### src/hw/rtl/hrgo_pkg.sv
// shared types, constants and the arctangent table for the heading offset block
`default_nettype none
package hrgo_pkg;

   // number of rotation cells, capped at the length of the arctangent table
   localparam int CORDIC_STAGES = 16;
   localparam int TABLE_LEN     = 24;
   localparam int NUM_CELLS     = (CORDIC_STAGES < TABLE_LEN) ? CORDIC_STAGES : TABLE_LEN;
   localparam int STAGE_W       = $clog2(TABLE_LEN);

   // datapath widths
   localparam int POS_W   = 40;
   localparam int ALT_W   = 24;
   localparam int OFS_W   = 24;
   localparam int HDG_W   = 16;
   localparam int XY_W    = 34;
   localparam int Z_W     = 34;
   localparam int Q_BITS  = 30;
   localparam int PROD_W  = OFS_W + XY_W;
   localparam int DIFF_W  = PROD_W + 2;
   localparam int DELTA_W = DIFF_W - Q_BITS;

   // stream payload widths, packed to whole bytes
   localparam int REQ_W = 2 * POS_W + 2 * ALT_W + HDG_W + 3 * OFS_W;
   localparam int RSP_W = 2 * POS_W + 2 * ALT_W + HDG_W;

   // registers from input to output
   localparam int PIPE_DEPTH = NUM_CELLS + 4;
   localparam int CNT_W      = $clog2(PIPE_DEPTH + 1);

   // inverse cordic gain, q4.30
   localparam logic signed [XY_W-1:0] CORDIC_X0 = XY_W'(652032874);

   // angle limits in 2^-32 turn
   localparam logic signed [Z_W-1:0] QUARTER_TURN = Z_W'(64'sd1073741824);
   localparam logic signed [Z_W-1:0] HALF_TURN    = Z_W'(64'sd2147483648);

   // one half in the q30 products
   localparam logic signed [DIFF_W-1:0] ROUND_HALF = DIFF_W'(64'sd536870912);

   // values passed alongside the rotation
   typedef struct packed {
      logic signed [POS_W-1:0] north;
      logic signed [POS_W-1:0] east;
      logic signed [OFS_W-1:0] fwd;
      logic signed [OFS_W-1:0] right;
      logic signed [ALT_W-1:0] alt_rel;
      logic signed [ALT_W-1:0] alt_abs;
      logic        [HDG_W-1:0] heading;
      logic                    flip;
   } pass_type;

   // rotation state held in each cell
   typedef struct packed {
      logic signed [XY_W-1:0] x;
      logic signed [XY_W-1:0] y;
      logic signed [Z_W-1:0]  z;
   } rot_type;

   // one result beat
   typedef struct packed {
      logic        [HDG_W-1:0] heading;
      logic signed [ALT_W-1:0] alt_abs;
      logic signed [ALT_W-1:0] alt_rel;
      logic signed [POS_W-1:0] east;
      logic signed [POS_W-1:0] north;
   } result_type;

   // atan(2^-i) in 2^-32 turn
   function automatic logic signed [Z_W-1:0] atan_turn(input logic [STAGE_W-1:0] idx);
      logic [31:0] val;
      begin
         unique case (idx)
            5'd0:    val = 32'h20000000;
            5'd1:    val = 32'h12E4051E;
            5'd2:    val = 32'h09FB385B;
            5'd3:    val = 32'h051111D4;
            5'd4:    val = 32'h028B0D43;
            5'd5:    val = 32'h0145D7E1;
            5'd6:    val = 32'h00A2F61E;
            5'd7:    val = 32'h00517C55;
            5'd8:    val = 32'h0028BE53;
            5'd9:    val = 32'h00145F2F;
            5'd10:   val = 32'h000A2F98;
            5'd11:   val = 32'h000517CC;
            5'd12:   val = 32'h00028BE6;
            5'd13:   val = 32'h000145F3;
            5'd14:   val = 32'h0000A2FA;
            5'd15:   val = 32'h0000517D;
            5'd16:   val = 32'h000028BE;
            5'd17:   val = 32'h0000145F;
            5'd18:   val = 32'h00000A30;
            5'd19:   val = 32'h00000518;
            5'd20:   val = 32'h0000028C;
            5'd21:   val = 32'h00000146;
            5'd22:   val = 32'h000000A3;
            5'd23:   val = 32'h00000051;
            default: val = 32'h00000000;
         endcase
         atan_turn = Z_W'(val);
      end
   endfunction

endpackage
`default_nettype wire

### src/hw/rtl/hrgo_prep.sv
// input stage: angle folding into the right half plane and altitude sums
`default_nettype none
module hrgo_prep (
   input  wire logic                        clock,
   input  wire logic                        reset,
   input  wire logic                        in_valid,
   output logic                             in_ready,
   input  wire logic [hrgo_pkg::REQ_W-1:0]  in_data,
   output logic                             out_valid,
   input  wire logic                        out_ready,
   output hrgo_pkg::pass_type               out_pass,
   output hrgo_pkg::rot_type                out_rot
);
   import hrgo_pkg::*;

   logic                    valid_ff;
   pass_type                pass_ff, pass_in;
   rot_type                 rot_ff, rot_in;
   logic signed [POS_W-1:0] north, east;
   logic signed [ALT_W-1:0] alt_rel, alt_abs;
   logic        [HDG_W-1:0] heading;
   logic signed [OFS_W-1:0] fwd, right, up;
   logic signed [Z_W-1:0]   z_raw;
   logic signed [ALT_W:0]   rel_sum, abs_sum;

   // unpack the beat
   assign north   = in_data[POS_W-1:0];
   assign east    = in_data[2*POS_W-1:POS_W];
   assign alt_rel = in_data[2*POS_W+ALT_W-1:2*POS_W];
   assign alt_abs = in_data[2*POS_W+2*ALT_W-1:2*POS_W+ALT_W];
   assign heading = in_data[2*POS_W+2*ALT_W+HDG_W-1:2*POS_W+2*ALT_W];
   assign fwd     = in_data[2*POS_W+2*ALT_W+HDG_W+OFS_W-1:2*POS_W+2*ALT_W+HDG_W];
   assign right   = in_data[2*POS_W+2*ALT_W+HDG_W+2*OFS_W-1:2*POS_W+2*ALT_W+HDG_W+OFS_W];
   assign up      = in_data[REQ_W-1:2*POS_W+2*ALT_W+HDG_W+2*OFS_W];

   // heading in 2^-32 turn, signed half turn range
   assign z_raw = Z_W'($signed({heading, 16'h0000}));

   assign rel_sum = (ALT_W+1)'(alt_rel) + (ALT_W+1)'(up);
   assign abs_sum = (ALT_W+1)'(alt_abs) + (ALT_W+1)'(up);

   // fold angle and saturate altitudes
   always_comb begin
      pass_in.north   = north;
      pass_in.east    = east;
      pass_in.fwd     = fwd;
      pass_in.right   = right;
      pass_in.heading = heading;
      pass_in.alt_rel = (rel_sum[ALT_W] != rel_sum[ALT_W-1])
                        ? {rel_sum[ALT_W], {(ALT_W-1){~rel_sum[ALT_W]}}}
                        : rel_sum[ALT_W-1:0];
      pass_in.alt_abs = (abs_sum[ALT_W] != abs_sum[ALT_W-1])
                        ? {abs_sum[ALT_W], {(ALT_W-1){~abs_sum[ALT_W]}}}
                        : abs_sum[ALT_W-1:0];
      rot_in.x = CORDIC_X0;
      rot_in.y = '0;
      priority if (z_raw > QUARTER_TURN) begin
         rot_in.z     = z_raw - HALF_TURN;
         pass_in.flip = 1'b1;
      end else if (z_raw < -QUARTER_TURN) begin
         rot_in.z     = z_raw + HALF_TURN;
         pass_in.flip = 1'b1;
      end else begin
         rot_in.z     = z_raw;
         pass_in.flip = 1'b0;
      end
   end

   assign in_ready = !valid_ff || out_ready;

   // stage register
   always_ff @(posedge clock) begin
      if (reset) begin
         valid_ff <= 1'b0;
      end else if (in_ready) begin
         valid_ff <= in_valid;
      end
      if (in_ready && in_valid) begin
         pass_ff <= pass_in;
         rot_ff  <= rot_in;
      end
   end

   assign out_valid = valid_ff;
   assign out_pass  = pass_ff;
   assign out_rot   = rot_ff;

endmodule
`default_nettype wire

### config.mk
export PLATFORM = sky130hd
export DESIGN_NAME = hrgo_prep
export DESIGN_NICKNAME = d
export VERILOG_FILES = /design/src/hw/rtl/hrgo_pkg.sv /design/src/hw/rtl/hrgo_prep.sv
export SDC_FILE = /design/constraint.sdc
export NUM_CORES = 1
export LEC_CHECK = 0
export BUFFER_PORTS_ARGS = -buffer_cell sky130_fd_sc_hd__buf_4
export CORE_AREA = 2 2 203 205
export CTS_CLUSTER_DIAMETER = 40
export DETAILED_ROUTE_END_ITERATION = 16
export DIE_AREA = 0 0 205 207
export MAX_ROUTING_LAYER = met4
export PLACE_DENSITY = 0.63
export RECOVER_POWER = 50
export SLEW_MARGIN = 15
export SYNTH_ARGS = -nofsm -noshare
export SYNTH_HDL_FRONTEND = slang
export SYNTH_SLANG_ARGS = --single-unit
### constraint.sdc
create_clock -name clock -period 12.05 [get_ports clock]
set_input_delay 3.615 -clock clock [delete_from_list [all_inputs] [get_ports clock]]
set_output_delay 3.615 -clock clock [all_outputs]
set_load 0.005 [all_outputs]
==> impl_metrics.csv <==
group,metric,value,unit
clock_tree,cts-root-buf,"clkbuf_16",
global_routing,grt_pass1_wl,54.1,mm
critical_path,critPathKind,"input port to primary output",
floorplan,start_util,26.1,%
routing,drtIter0Drc,617,
global_routing,grtUsageTotal,18.1,%
routing,wl_per_cell,20.9,um
pwr,ir_worst_vdd,92.9,uV
floorplan,rows,74,
critical_path,worst_setup_path_end_kind,"primary output",
routing,drc,0,
timing,slew_headroom,22.3,%
logic_synthesis,yosysUniqueCellTypes,80,
clock_tree,clkLatencyLatePin,450,ps
floorplan,io_pins,517,
finish,fin_util,35.2,%
worst_hold_path,hold_class,"flop to flop",
floorplan,die_w,205,um
logic_synthesis,syn-cell-area,10500,um^2
critical_path,max_stage_delay,170,ps
logic_synthesis,yosys_warnings,0,
routing,viasPerCell,4.68,
timing,drv_slew,0,
placement,dpl.hpwl,31.4,mm
timing,setup_viol_count_final,0,
clock_tree,cts_resized,0,
placement,io_buffers,432,
clock_tree,numCtsBuffers,17,
floorplan,dieArea,42400,um^2
clock_tree,cts_htree_levels,4,
global_routing,gr-total-overflow,0,
timing,whs,545,ps
finish,area_growth,34.6,%
timing,fin_crit,7650,ps
clock_tree,cts_tree,"yes",
critical_path,crit_family,"buffers and inverters",
finish,drive_gt1_share,30.7,%
clock_tree,cts.path.max_buffers,2,
floorplan,core_area,40400,um^2
timing,fmax,131,MHz
critical_path,critical-path-slowest-cell,"nand2b_1",
routing,routed-via-count,8650,
pwr,p_leak,0.00572,uW
logic_synthesis,syn-instance-count,888,
timing,hold_viol_final,0,
clock_tree,path_clk_slew,80,ps
routing,dr.pass1.iters,6,
routing,wl,38.6,mm
critical_path,start_kind,"input port",
critical_path,ff2ff_setup_slack,10140,ps
critical_path,crit_path_max_fanout,3,
clock_tree,holdBufCountCts,0,
finish,design_area,14200,um^2
logic_synthesis,synth_flop_cell,"edfxtp_1",
flow_run,cap_violations,0,
timing,rsz0062_at_grt,"false",
timing,timing.final.crit_share,63.5,%
placement,globalplace.congestion,0.848,
finish,final_net_count,1560,
timing,finalSetupTns,0,ps
logic_synthesis,synth_seq_area_share,55.7,%
routing,ant_nets,0,
status,status,"completed",
logic_synthesis,avgSynthCellArea,11.9,um^2
global_routing,antenna_found_initial,14,
critical_path,path_cells,"clkbuf_4 > nand2b_1 > buf_4",
logic_synthesis,async_flop_share,0,%
logic_synthesis,synth-seq-cells,196,
critical_path,worstPathRequired,8430,ps
global_routing,grt_pass1_vias,8063,
clock_tree,cts_post_setup_buffers_inserted,0,
finish,fill_cells,4114,
floorplan,die-height,207,um
clock_tree,cts.sinks,196,
logic_synthesis,synth-edff-count,195,
timing,clock_skew,14.2,ps
critical_path,cp_data_arrival_time,4040,ps
critical_path,path_buf_inv,2,
timing,tightest_slew,1170,ps
global_routing,grt_max_degree,196,
placement,placed_area,13900,um^2
pwr,power.density,133,nW/um^2
-- cell type report --
cell class,count,area [um^2],share of cell area (%)
diodes,15,37.5,0.264
clock buffers,18,429,3.02
clock inverters,14,164,1.15
inverters,15,56.3,0.397
multi-input cells,625,4020,28.3
flip-flops and latches,196,5880,41.4
well taps,532,666,4.69
repair buffers,435,2950,20.8
-- worst min-delay path, delay by kind of cell, from the launching register on --
| kind | cells | cell delay, ps |
|---|---|---|
| flops | 1 | 310 |
| compound gates | 1 | 80 |
| simple gates | 1 | 110 |
-- per-layer routing --
metal	routed length (um)	share of wire (%)	GRT usage [%]
met1	15700	41	20.5
met2	19000	49	29.7
met3	3190	8.3	6.67
met4	731	1.9	4.96
met5	0	0	-
-- final timing paths --
check	start	endpoint	cells past startpoint
hold reg to reg	out_valid	out_valid	2
hold / removal	out_valid	out_valid	2
setup reg to reg	out_valid	out_pass[78]	3
setup / recovery	out_ready	in_ready	3
-- cell families (layout without fill, tap and decap cells) --
group / Yosys count / count (layout) / synth area share [%]
adder cells (fa/ha/maj): 56 / 56 / 6.64
AND/OR/NAND/NOR: 158 / 158 / 7.39
AO/OA/AOI/OAI: 286 / 286 / 17.5
multiplexers: 5 / 5 / 0.522
flip-flops: 196 / 196 / 55.7
XOR/XNOR: 36 / 36 / 2.99
buffers and inverters: 149 / 482 / 9.21
other: 2 / 99 / 0.0712
-- state kept, by name, indices dropped and copies added, names as in the netlist --
register / count
out_rot: 2
out_valid: 1
out_pass: 193
-- power by group --
group	leakage, uW	switching (uW)	internal [uW]
Combinational	0.00353	264	201
Clock	0.000289	288	297
Sequential	0.00190	16.5	826
Total	0.00572	569	1320
-- cells in the mapped netlist, types with 3 or more instances --
cell	instances	share of area, %
edfxtp_1	195	56
o32ai_1	15	1.2
buf_2	14	0.66
inv_1	15	0.53
nor3_1	9	0.43
mux2i_1	3	0.28
and4_1	3	0.25
maj3_1	6	0.57
buf_4	102	7.3
nand2_1	49	1.7
a21o_1	16	1.1
xor2_1	14	1.2
o21a_1	14	1.0
nor4_1	4	0.24
clkbuf_1	16	0.57
nand4_1	6	0.36
o21ai_0	59	2.8
ha_1	48	5.7
o22ai_1	10	0.59
nand3_1	14	0.66
o221ai_1	3	0.25
nor2_1	39	1.4
nor2b_1	4	0.24
a31oi_1	6	0.36
o211ai_1	12	0.85
o21ai_2	3	0.25
a311oi_1	3	0.25
xnor2_1	22	1.8
o31ai_1	3	0.21
o21ai_1	10	0.47
o21bai_1	5	0.36
nand2b_1	3	0.18
and3_1	9	0.53
a21oi_1	85	4.0
a211oi_1	10	0.71
-- stage by stage --
stage                     cells  setup slack, ps  total power (uW)
final                      1850             4400              1890
after global routing       1849             4380              1980
after CTS                  1835             4400              1940
after detailed placement   1803             4400              1350
after global placement     1803             4390              1340
after floorplan             970             3240              1150
-- cell usage in the layout, fill, tap and decap left out, types with 4 or more instances in the layout --
cell and instances:
maj3_1 6, nor4_1 4, clkbuf_4 211, conb_1 84
o21a_1 14, o21ai_0 59, clkbuf_1 89, clkbuf_16 17
diode_2 15, inv_8 4, xnor2_1 22, buf_4 135
nor2_1 39, nor2b_1 4, a21o_1 16, o21bai_1 5
o21ai_1 10, inv_1 15, ha_1 48, a31oi_1 6
o22ai_1 10, and3_1 9, nand2_1 49, nand4_1 6
a21oi_1 85, edfxtp_1 195, o32ai_1 15, o211ai_1 12
nor3_1 9, nand3_1 14, xor2_1 14, a211oi_1 10
Note: power is estimated with default switching activity, not from simulation.
