## config.mk

```make
export PLATFORM = sky130hd
export DESIGN_NAME = hrgo_cell
export DESIGN_NICKNAME = d
export VERILOG_FILES = /design/src/hw/rtl/hrgo_pkg.sv /design/src/hw/rtl/hrgo_cell.sv
export SDC_FILE = /design/constraint.sdc
export NUM_CORES = 1
export LEC_CHECK = 0
export BUFFER_PORTS_ARGS = -buffer_cell sky130_fd_sc_hd__buf_4
export CAP_MARGIN = 20
export CORE_AREA = 2 2 236 238
export CTS_CLUSTER_SIZE = 40
export DETAILED_ROUTE_END_ITERATION = 16
export DIE_AREA = 0 0 238 240
export HOLD_SLACK_MARGIN = 0.02
export PLACE_DENSITY = 0.65
export SETUP_SLACK_MARGIN = 0.1
export SLEW_MARGIN = 10
export SYNTH_ARGS = -nofsm -noshare
export SYNTH_HDL_FRONTEND = slang
export SYNTH_SLANG_ARGS = --single-unit
```

## constraint.sdc

```tcl
create_clock -name clock -period 11.9 [get_ports clock]
set_input_delay 2.38 -clock clock [delete_from_list [all_inputs] [get_ports clock]]
set_output_delay 2.38 -clock clock [all_outputs]
set_load 0.05 [all_outputs]
```

## src/hw/rtl/hrgo_pkg.sv

```systemverilog
// shared types, constants and the arctangent table for the heading offset block
`default_nettype none
package hrgo_pkg;

   // number of rotation cells, capped at the length of the arctangent table
   localparam int CORDIC_STAGES = 16;
   localparam int TABLE_LEN     = 24;
   localparam int NUM_CELLS     = (CORDIC_STAGES < TABLE_LEN) ? CORDIC_STAGES : TABLE_LEN;
   localparam int STAGE_W       = $clog2(TABLE_LEN);

   // datapath widths
   localparam int POS_W   = 40;
   localparam int ALT_W   = 24;
   localparam int OFS_W   = 24;
   localparam int HDG_W   = 16;
   localparam int XY_W    = 34;
   localparam int Z_W     = 34;
   localparam int Q_BITS  = 30;
   localparam int PROD_W  = OFS_W + XY_W;
   localparam int DIFF_W  = PROD_W + 2;
   localparam int DELTA_W = DIFF_W - Q_BITS;

   // stream payload widths, packed to whole bytes
   localparam int REQ_W = 2 * POS_W + 2 * ALT_W + HDG_W + 3 * OFS_W;
   localparam int RSP_W = 2 * POS_W + 2 * ALT_W + HDG_W;

   // registers from input to output
   localparam int PIPE_DEPTH = NUM_CELLS + 4;
   localparam int CNT_W      = $clog2(PIPE_DEPTH + 1);

   // inverse cordic gain, q4.30
   localparam logic signed [XY_W-1:0] CORDIC_X0 = XY_W'(652032874);

   // angle limits in 2^-32 turn
   localparam logic signed [Z_W-1:0] QUARTER_TURN = Z_W'(64'sd1073741824);
   localparam logic signed [Z_W-1:0] HALF_TURN    = Z_W'(64'sd2147483648);

   // one half in the q30 products
   localparam logic signed [DIFF_W-1:0] ROUND_HALF = DIFF_W'(64'sd536870912);

   // values passed alongside the rotation
   typedef struct packed {
      logic signed [POS_W-1:0] north;
      logic signed [POS_W-1:0] east;
      logic signed [OFS_W-1:0] fwd;
      logic signed [OFS_W-1:0] right;
      logic signed [ALT_W-1:0] alt_rel;
      logic signed [ALT_W-1:0] alt_abs;
      logic        [HDG_W-1:0] heading;
      logic                    flip;
   } pass_type;

   // rotation state held in each cell
   typedef struct packed {
      logic signed [XY_W-1:0] x;
      logic signed [XY_W-1:0] y;
      logic signed [Z_W-1:0]  z;
   } rot_type;

   // one result beat
   typedef struct packed {
      logic        [HDG_W-1:0] heading;
      logic signed [ALT_W-1:0] alt_abs;
      logic signed [ALT_W-1:0] alt_rel;
      logic signed [POS_W-1:0] east;
      logic signed [POS_W-1:0] north;
   } result_type;

   // atan(2^-i) in 2^-32 turn
   function automatic logic signed [Z_W-1:0] atan_turn(input logic [STAGE_W-1:0] idx);
      logic [31:0] val;
      begin
         unique case (idx)
            5'd0:    val = 32'h20000000;
            5'd1:    val = 32'h12E4051E;
            5'd2:    val = 32'h09FB385B;
            5'd3:    val = 32'h051111D4;
            5'd4:    val = 32'h028B0D43;
            5'd5:    val = 32'h0145D7E1;
            5'd6:    val = 32'h00A2F61E;
            5'd7:    val = 32'h00517C55;
            5'd8:    val = 32'h0028BE53;
            5'd9:    val = 32'h00145F2F;
            5'd10:   val = 32'h000A2F98;
            5'd11:   val = 32'h000517CC;
            5'd12:   val = 32'h00028BE6;
            5'd13:   val = 32'h000145F3;
            5'd14:   val = 32'h0000A2FA;
            5'd15:   val = 32'h0000517D;
            5'd16:   val = 32'h000028BE;
            5'd17:   val = 32'h0000145F;
            5'd18:   val = 32'h00000A30;
            5'd19:   val = 32'h00000518;
            5'd20:   val = 32'h0000028C;
            5'd21:   val = 32'h00000146;
            5'd22:   val = 32'h000000A3;
            5'd23:   val = 32'h00000051;
            default: val = 32'h00000000;
         endcase
         atan_turn = Z_W'(val);
      end
   endfunction

endpackage
`default_nettype wire

```

## src/hw/rtl/hrgo_cell.sv

```systemverilog
// one cordic rotation cell of the chain
`default_nettype none
module hrgo_cell (
   input  wire logic                          clock,
   input  wire logic                          reset,
   input  wire logic [hrgo_pkg::STAGE_W-1:0]  stage_idx,
   input  wire logic                          in_valid,
   output logic                               in_ready,
   input  wire hrgo_pkg::pass_type            in_pass,
   input  wire hrgo_pkg::rot_type             in_rot,
   output logic                               out_valid,
   input  wire logic                          out_ready,
   output hrgo_pkg::pass_type                 out_pass,
   output hrgo_pkg::rot_type                  out_rot
);
   import hrgo_pkg::*;

   logic                   valid_ff;
   pass_type               pass_ff;
   rot_type                rot_ff, rot_in;
   logic signed [XY_W-1:0] dx, dy;
   logic signed [Z_W-1:0]  angle;

   // shifted terms, floor shift by the cell's index
   assign dx    = in_rot.y >>> stage_idx;
   assign dy    = in_rot.x >>> stage_idx;
   assign angle = atan_turn(stage_idx);

   // rotate toward zero residual angle
   always_comb begin
      if (!in_rot.z[Z_W-1]) begin
         rot_in.x = in_rot.x - dx;
         rot_in.y = in_rot.y + dy;
         rot_in.z = in_rot.z - angle;
      end else begin
         rot_in.x = in_rot.x + dx;
         rot_in.y = in_rot.y - dy;
         rot_in.z = in_rot.z + angle;
      end
   end

   assign in_ready = !valid_ff || out_ready;

   // cell register
   always_ff @(posedge clock) begin
      if (reset) begin
         valid_ff <= 1'b0;
      end else if (in_ready) begin
         valid_ff <= in_valid;
      end
      if (in_ready && in_valid) begin
         pass_ff <= in_pass;
         rot_ff  <= rot_in;
      end
   end

   assign out_valid = valid_ff;
   assign out_pass  = pass_ff;
   assign out_rot   = rot_ff;

endmodule
`default_nettype wire

```

==> results of run 1 <==
## state kept, by name, summed over array words and instances (netlist names)
register and count:
out_pass 193, out_valid 1, out_rot 102
## final timing paths
check / cells past startpoint / endpoint / slack [ps]
setup / recovery: 20 / out_rot[100] / 2500
hold / removal: 2 / out_valid / 750
setup reg to reg: 4 / out_pass[122] / 8360
hold reg to reg: 2 / out_valid / 750
## power breakdown
part	total (uW)	switching [uW]	internal [uW]
combinational	1820	1190	627
sequential	1370	42.8	1330
clock	1070	461	605
total	4250	1700	2560
## critical path, cell delays in order
cell	delay (ps)
buf_4	450
buf_4	730
or2_2	390
o22ai_1	140
o311ai_0	760
nand3_1	430
nand4b_1	420
or2_2	410
nor3_1	540
a31oi_1	190
xor2_1	390
ha_1	390
and4_1	270
and2_1	180
a221o_1	310
a31oi_1	330
nor4b_1	110
nor3b_1	490
o21ai_0	180
xor2_1	180
## layer usage
layer	part of all wire	up-vias	GRT usage	wire length, um
li1	-	8821	-	-
met5	0	-	0	0
met4	0.036	0	0.111	3560
met1	0.42	10100	0.451	41900
met3	0.078	161	0.0605	7780
met2	0.47	1027	0.549	46900
## cell families (layout without fill, tap and decap cells)
| logic type | after synthesis | in the layout | synth area share |
|---|---|---|---|
| multiplexers | 175 | 175 | 0.129 |
| adder cells (fa/ha/maj) | 114 | 114 | 0.0664 |
| AND/OR/NAND/NOR | 469 | 469 | 0.108 |
| AO/OA/AOI/OAI | 586 | 586 | 0.181 |
| other | 0 | 4 | 0 |
| buffers and inverters | 165 | 737 | 0.0375 |
| flip-flops | 296 | 296 | 0.407 |
| XOR/XNOR | 175 | 175 | 0.0710 |
## cell usage after synthesis, drive strengths merged (19+ instances only)
master and count:
mux2i 49, o22ai 19, mux4 78, a21oi 160
inv 51, nor2 115, nor3 34, edfxtp 295
buf 64, xor2 66, mux2 48, nor2b 32
a211oi 27, ha 110, o21ai 86, o21a 26
nand2 123, a31oi 40, nand3 39, xnor2 108
clkbuf 47, a21o 55
## metrics by stage
stage	total power [uW]	std cells	util	setup slack, ps
after floorplan	2610	1980	-	1620
after global placement	3170	3192	0.489	2230
after detailed placement	3170	3192	0.489	2150
after CTS	4250	3256	0.509	2750
after global routing	4410	3258	0.510	2350
final	4250	3260	0.510	2500
## layout make-up
cell class	instances	area, um^2
Timing Repair Buffer	619	4660
Clock inverter	20	178
Tap cell	704	881
Sequential cell	296	8880
Clock buffer	44	931
Inverter	54	203
Multi-Input combinational cell	1519	12100
Fill cell	4962	26800
Antenna cell	4	10.0
==> flow_summary.yaml, run 1 <==
setup_path:
  cp_max_fo: 69
  cp-end-kind: "flop"
  critPathLaunch: "stage_idx[2]"
  worstPathRequired_ps: 12210
  start_kind: "input pin"
  r2r_start: "out_valid"
  critPathArrivalTime_ps: 9700
  crit_type: "input pin to flop"
power_and_ir_drop:
  ir_drop_uv: 112
  p_leak_uw: 0.0115
  p_per_area_mw_per_mm2: 153
timing:
  rsz0062_at_grt: "false"
  maxSlewHeadroom: 0.158
  finalCritPeriodShare: 0.790
  tightest_slew_ps: 1260
  final-max-slew-violation-count: 0
  hold_viol: 0
  max_freq_mhz: 106
  setup_viol: 0
  fin_hold_ws_ps: 753
  clock-skew-final_ps: 14.3
  min_period_ps: 9400
  setup_tns_ps: 0
global_route:
  grt_pass1_vias: 19100
  antenna_found_initial: 6
  grt_util_all_layers: 0.336
  grt_max_degree: 163
  grt_pass1_wl_um: 139000
  overflow: 0
placed_design:
  place_congestion: 1.01
  post_dp_cell_area_mm2: 0.0267
  hpwlAfterDp_um: 79200
  portBuffers: 600
outcome:
  outcome: "finished, final reports clean"
synth:
  yosysWarnings: 0
  ys_ff_latch: 296
  ys_seq_area_frac: 0.407
  syn-num-nets: 2397
  synth-main-ff-cell: "edfxtp_1"
  async_flop_share: 0
  yosysUniqueCellTypes: 97
  netlist_instances: 1980
  synth_top_cell_area_share: 0.407
  ys_top_cells_by_area: "edfxtp_1, mux4_2, ha_1"
  synth_top_cell_by_area: "edfxtp_1"
  synth_edf_count: 295
  syn_avg_cell_area_um2: 11.0
  syn_area_mm2: 0.0218
worst_hold_path:
  hold_class: "flop to flop"
  min_from: "out_valid"
clock_network:
  cts_root_buf: "clkbuf_16"
  clk_transition_reported_paths_ps: 60
  h-tree-depth: 2
  cts_tree: "yes"
  cts_hold_buf: 0
  cts_setup_buffers: 0
  insertion_delay_ps: 560
  clockBufferDepth: 3
  cts_resized: 0
  cts_made_buffers: 36
  clkSinkCount: 296
detailed_routing:
  drt_pass1_iterations: 6
  drcViolationCount: 0
  wl_per_cell_um: 30.7
  viasPerCell: 6.16
  drt-initial-drc-count: 2374
  via_count: 20100
  wl_um: 100000
  ant_nets: 0
layout:
  final_layout_size_suffix_gt1_frac: 0.325
  nNetsFinal: 2943
  mostFrequentLayoutCells: "buf_4, edfxtp_1, a21oi_1"
  final_common_cell: "buf_4"
  final_area_mm2: 0.0279
  area_growth_pct: 27.9
floorplan:
  die_x_um: 238
  core_area_mm2: 0.0547
  dieArea_mm2: 0.0571
  start_util: 0.399
  rows: 86
  pin_count: 601
  die_h_um: 240
job:
  maxCapViolCount: 0
(Power assumes the default switching activity.)
==> inputs of run 2 (changes only) <==
- ABC_AREA: not set -> 1
- CORE_AREA: 2 2 236 238 -> 2 2 232 234
- DIE_AREA: 0 0 238 240 -> 0 0 234 236
- clock period: 11.9 -> 9.45 ns (I/O delays scaled with it)
==> flow_summary.yaml, run 2 <==
floorplan:
  rows: 85
  die_h_um: 236
  start_util: 0.397
  core_area_mm2: 0.0531
  die_x_um: 234
  dieArea_mm2: 0.0552
  pin_count: 601
timing:
  max_freq_mhz: 143
  final-max-slew-violation-count: 0
  finalCritPeriodShare: 0.740
  setup_tns_ps: 0
  rsz0062_at_grt: "false"
  maxSlewHeadroom: 0.296
  hold_viol: 0
  fin_hold_ws_ps: 577
  clock-skew-final_ps: 9.65
  min_period_ps: 6990
  tightest_slew_ps: 1060
  setup_viol: 0
global_route:
  antenna_found_initial: 0
  grt_pass1_wl_um: 123000
  grt_util_all_layers: 0.296
  grt_pass1_vias: 20100
  overflow: 0
  grt_max_degree: 173
detailed_routing:
  drt_pass1_iterations: 6
  wl_per_cell_um: 21.7
  ant_nets: 0
  wl_um: 85200
  via_count: 21500
  drt-initial-drc-count: 2062
  drcViolationCount: 0
  viasPerCell: 5.46
synth:
  syn-num-nets: 3066
  yosysUniqueCellTypes: 49
  syn_area_mm2: 0.0211
  ys_top_cells_by_area: "edfxtp_1, nand2_1, nand3_1"
  ys_ff_latch: 296
  synth_common_cells: "nand2_1, nand3_1, edfxtp_1"
  post-synth-top-count-cell: "nand2_1"
  synth_top_cell_by_area: "edfxtp_1"
  async_flop_share: 0
  netlist_instances: 2649
  synth-main-ff-cell: "edfxtp_1"
  syn_avg_cell_area_um2: 7.95
  synth_top_cell_area_share: 0.421
  synth_edf_count: 295
  yosysWarnings: 0
  ys_seq_area_frac: 0.422
outcome:
  outcome: "finished, final reports clean"
setup_path:
  crit_type: "input pin to flop"
  cp-end-kind: "flop"
  worstPathRequired_ps: 9740
  critPathLaunch: "stage_idx[1]"
  start_kind: "input pin"
  critPathArrivalTime_ps: 7280
  r2r_start: "out_valid"
  cp_max_fo: 63
  r2r_slack_ps: 6650
layout:
  area_growth_pct: 28.6
  final_common_cell: "nand2_1"
  nNetsFinal: 3632
  largest_reg_flops: 193
  n_antenna_cell: 0
  final_layout_size_suffix_gt1_frac: 0.222
  mostFrequentLayoutCells: "nand2_1, buf_4, nand3_1"
  final_util: 0.510
power_and_ir_drop:
  p_leak_uw: 0.0127
  p_per_area_mw_per_mm2: 191
  ir_drop_uv: 139
  p_total_uw: 5180
placed_design:
  place_congestion: 1.00
  hpwlAfterDp_um: 68800
  portBuffers: 600
clock_network:
  cts_resized: 0
  clkSinkCount: 296
  clockBufferDepth: 3
  cts_setup_buffers: 0
  cts_tree: "yes"
  clk_transition_reported_paths_ps: 60
  h-tree-depth: 2
  insertion_delay_ps: 550
  cts_hold_buf: 0
  cts_root_buf: "clkbuf_16"
  cts_made_buffers: 34
worst_hold_path:
  hold_class: "flop to flop"
  min_from: "out_valid"
job:
  maxCapViolCount: 0
==> run 2: layer usage <==
layer / vias to the layer above / part of all wire / GRT usage
li1: 10100 / - / -
met1: 10300 / 0.42 / 0.400
met2: 1002 / 0.47 / 0.484
met3: 105 / 0.088 / 0.0557
met5: - / 0 / 0
met4: 0 / 0.025 / 0.0769
==> run 2: metrics by stage <==
step                std cells  worst slack, ps  area [um^2]
global placement         3874             1980        26000
finish                   3936             2460        27100
floorplan                2649             2100        21100
CTS                      3935             2430        27100
detailed placement       3874             1870        26000
global route             3936             2050        27100
==> run 2: cell type report <==
class / instances / area (um^2)
timing repair buffer: 612 / 4620
inverter: 222 / 833
clock inverter: 19 / 145
fill: 5103 / 26000
sequential: 296 / 8880
multi-input combinational: 2049 / 10900
clock buffer: 42 / 881
tap: 696 / 871
==> run 2: final timing paths <==
kind,endpoint,depth (start not counted)
min,out_valid,2
min reg2reg,out_valid,2
max,out_rot[61],27
max reg2reg,out_rot[87],3
==> run 2: report_power, final <==
part	switching, uW	internal (uW)
logic	1510	665
clock network	563	674
registers	89.5	1670
==> run 2: cell families (layout without fill, tap and decap cells) <==
family	after synthesis	count (layout)	share of synthesized area
compound gates	325	325	0.0874
xor+xnor	170	170	0.0707
fa+ha+maj	113	113	0.0682
buf+inv	304	895	0.0635
flops	296	296	0.422
simple gates	1441	1441	0.289
==> run 2: critical path, cell delays in order <==
cell and delay (ps):
buf_4 310, inv_2 610, buf_4 470, nand3_1 180
nand3_1 140, nand3_1 150, nand3_1 190, nand2_1 90
inv_1 110, ha_1 200, nand3_1 90, nor2_1 230
nand2_1 150, nor2_1 220, nor2_1 80, xnor2_1 150
ha_1 360, a21oi_1 200, o21ai_0 100, a21oi_1 190
nand2_1 110, a21oi_1 280, o21ai_0 210, nand2_1 90
nand2_1 90, a21oi_1 200, xnor2_1 120
==> inputs of run 3 (changes only) <==
- ABC_AREA: 1 -> 0
- CORE_AREA: 2 2 232 234 -> 2 2 234 236
- DIE_AREA: 0 0 234 236 -> 0 0 236 238
- PLACE_DENSITY: 0.65 -> 0.68
- clock period: 9.45 -> 5.8 ns (I/O delays scaled with it)
==> flow_summary.yaml, run 3 (synthesis gave the netlist of run 1 again) <==
outcome:
  outcome: "finished, final reports clean"
placed_design:
  post_dp_cell_area_mm2: 0.0322
  hpwlAfterDp_um: 87600
  portBuffers: 600
  pre_cts_ws_ps: -926
  place_congestion: 0.976
floorplan:
  pin_count: 601
  rows: 85
  dieArea_mm2: 0.0562
  start_util: 0.407
  die_h_um: 238
  core_area_mm2: 0.0535
  die_x_um: 236
job:
  maxCapViolCount: 0
timing:
  min_period_ps: 5680
  hold_viol: 0
  maxSlewHeadroom: 0.479
  clock-skew-final_ps: 11.9
  setup_tns_ps: 0
  rsz0062_at_grt: "true"
  layout_setup_ws_ps: 118
  tightest_slew_ps: 777
  setup_viol: 0
  max_freq_mhz: 176
  final-max-slew-violation-count: 0
  finalCritPeriodShare: 0.980
detailed_routing:
  viasPerCell: 5.86
  wl_per_cell_um: 27.3
  drt_pass1_iterations: 5
  drcViolationCount: 0
  via_count: 23100
  drt-initial-drc-count: 2206
  ant_nets: 0
  wl_um: 107000
layout:
  area_growth_pct: 55.1
  final_layout_size_suffix_gt1_frac: 0.496
  final_util: 0.632
  nNetsFinal: 3636
  largest_reg_flops: 193
  final_area_mm2: 0.0338
  final_common_cell: "buf_4"
  mostFrequentLayoutCells: "buf_4, edfxtp_1, a21oi_1"
clock_network:
  cts_tree: "yes"
  clkSinkCount: 296
  clk_transition_reported_paths_ps: 70
  cts_made_buffers: 31
  clockBufferDepth: 3
  h-tree-depth: 1
  cts_root_buf: "clkbuf_16"
  insertion_delay_ps: 600
setup_path:
  crit_type: "input pin to flop"
  cp_max_fo: 11
  r2r_slack_ps: 3610
  cp-end-kind: "flop"
  r2r_start: "out_valid"
  worstPathRequired_ps: 6270
  start_kind: "input pin"
  r2r_end: "out_rot[11]"
  r2r_cells: 3
  critPathArrivalTime_ps: 6150
power_and_ir_drop:
  comb_power_share: 0.491
  power.clock.fraction: 0.213
  switchingPower_uw: 3750
  p_leak_uw: 0.0150
  p_int_uw: 5810
  p_seq_frac: 0.296
  p_per_area_mw_per_mm2: 283
  swShare: 0.392
  ir_drop_uv: 254
global_route:
  overflow: 0
  antenna_found_initial: 5
  grt_use_met1: 0.512
  grt_pass1_vias: 22500
  grt_util_met3: 0.0602
  grt_util_all_layers: 0.365
  use_met2: 0.582
  grt_max_degree: 77
  busiest_layer: "met2"
  grt_pass1_wl_um: 152000
worst_hold_path:
  min_from: "reset"
  whs_path_depth: 2
  whs_endpoint: "out_valid"
  hold_class: "input pin to flop"
-- run 3: repair_timing --
action | in CTS | in global routing
endpoints found under the setup margin | 18 | 31
endpoints found under the hold margin | 0 | 0
buffers inserted | 3 | 15
pin swaps | 3 | 32
hold buffers | 0 | 0
cloned | 0 | 1
gates resized for setup | 20 | 56
-- run 3: worst max path at each step --
stage | startpoint | end | cells after the start
after CTS | stage_idx[0] | out_rot[101] | 20
after global placement | stage_idx[0] | out_rot[64] | 21
after detailed placement | stage_idx[0] | out_rot[67] | 22
final | stage_idx[0] | out_rot[64] | 21
after floorplan | stage_idx[0] | out_rot[100] | 24
after global routing | stage_idx[0] | out_rot[64] | 20
-- run 3: layout make-up --
cell class	instances	area (um^2)
antenna	3	7.51
clock buffer	33	783
clock inverter	24	249
fill	4396	19700
inverter	54	203
multi-input combinational	1519	12600
sequential	296	8880
tap	696	871
timing repair buffer	1317	10200
-- run 3: power by group through the flow --
stage               sequential [uW]  combinational, uW  clock (uW)
floorplan                      3690               1670           0
global placement               2860               4460           0
detailed placement             2860               4510           0
CTS                            2820               4550        2060
global route                   2840               4930        2130
finish                         2830               4700        2040
-- run 3: worst max-delay path, stage by stage --
cell,delay (ps)
buf_16,150
buf_6,200
mux4_1,690
mux2i_1,540
o22ai_1,140
nor2_1,190
buf_4,160
and2_1,110
and4_2,290
a21oi_1,90
xnor2_1,140
ha_1,300
a21o_1,190
a21o_1,180
a211o_1,340
a211oi_4,290
o21ai_2,130
a31oi_2,230
o21ai_2,100
a2111o_1,420
nand3_1,70
-- run 3: through the flow --
stage | cells | hold WS, ps | total power [uW]
after floorplan | 1980 | 1120 | 5360
after global placement | 3863 | 705 | 7320
after detailed placement | 3863 | 706 | 7370
after CTS | 3923 | 687 | 9440
after global routing | 3941 | 702 | 9900
final | 3942 | 711 | 9560
-- run 3: per-layer routing --
layer,up-vias,part of all wire,wire length [um]
met3,183,0.081,8690
met4,4,0.035,3770
met5,-,0.00021,23
li1,10200,-,-
met1,11600,0.43,45900
met2,1141,0.46,49000
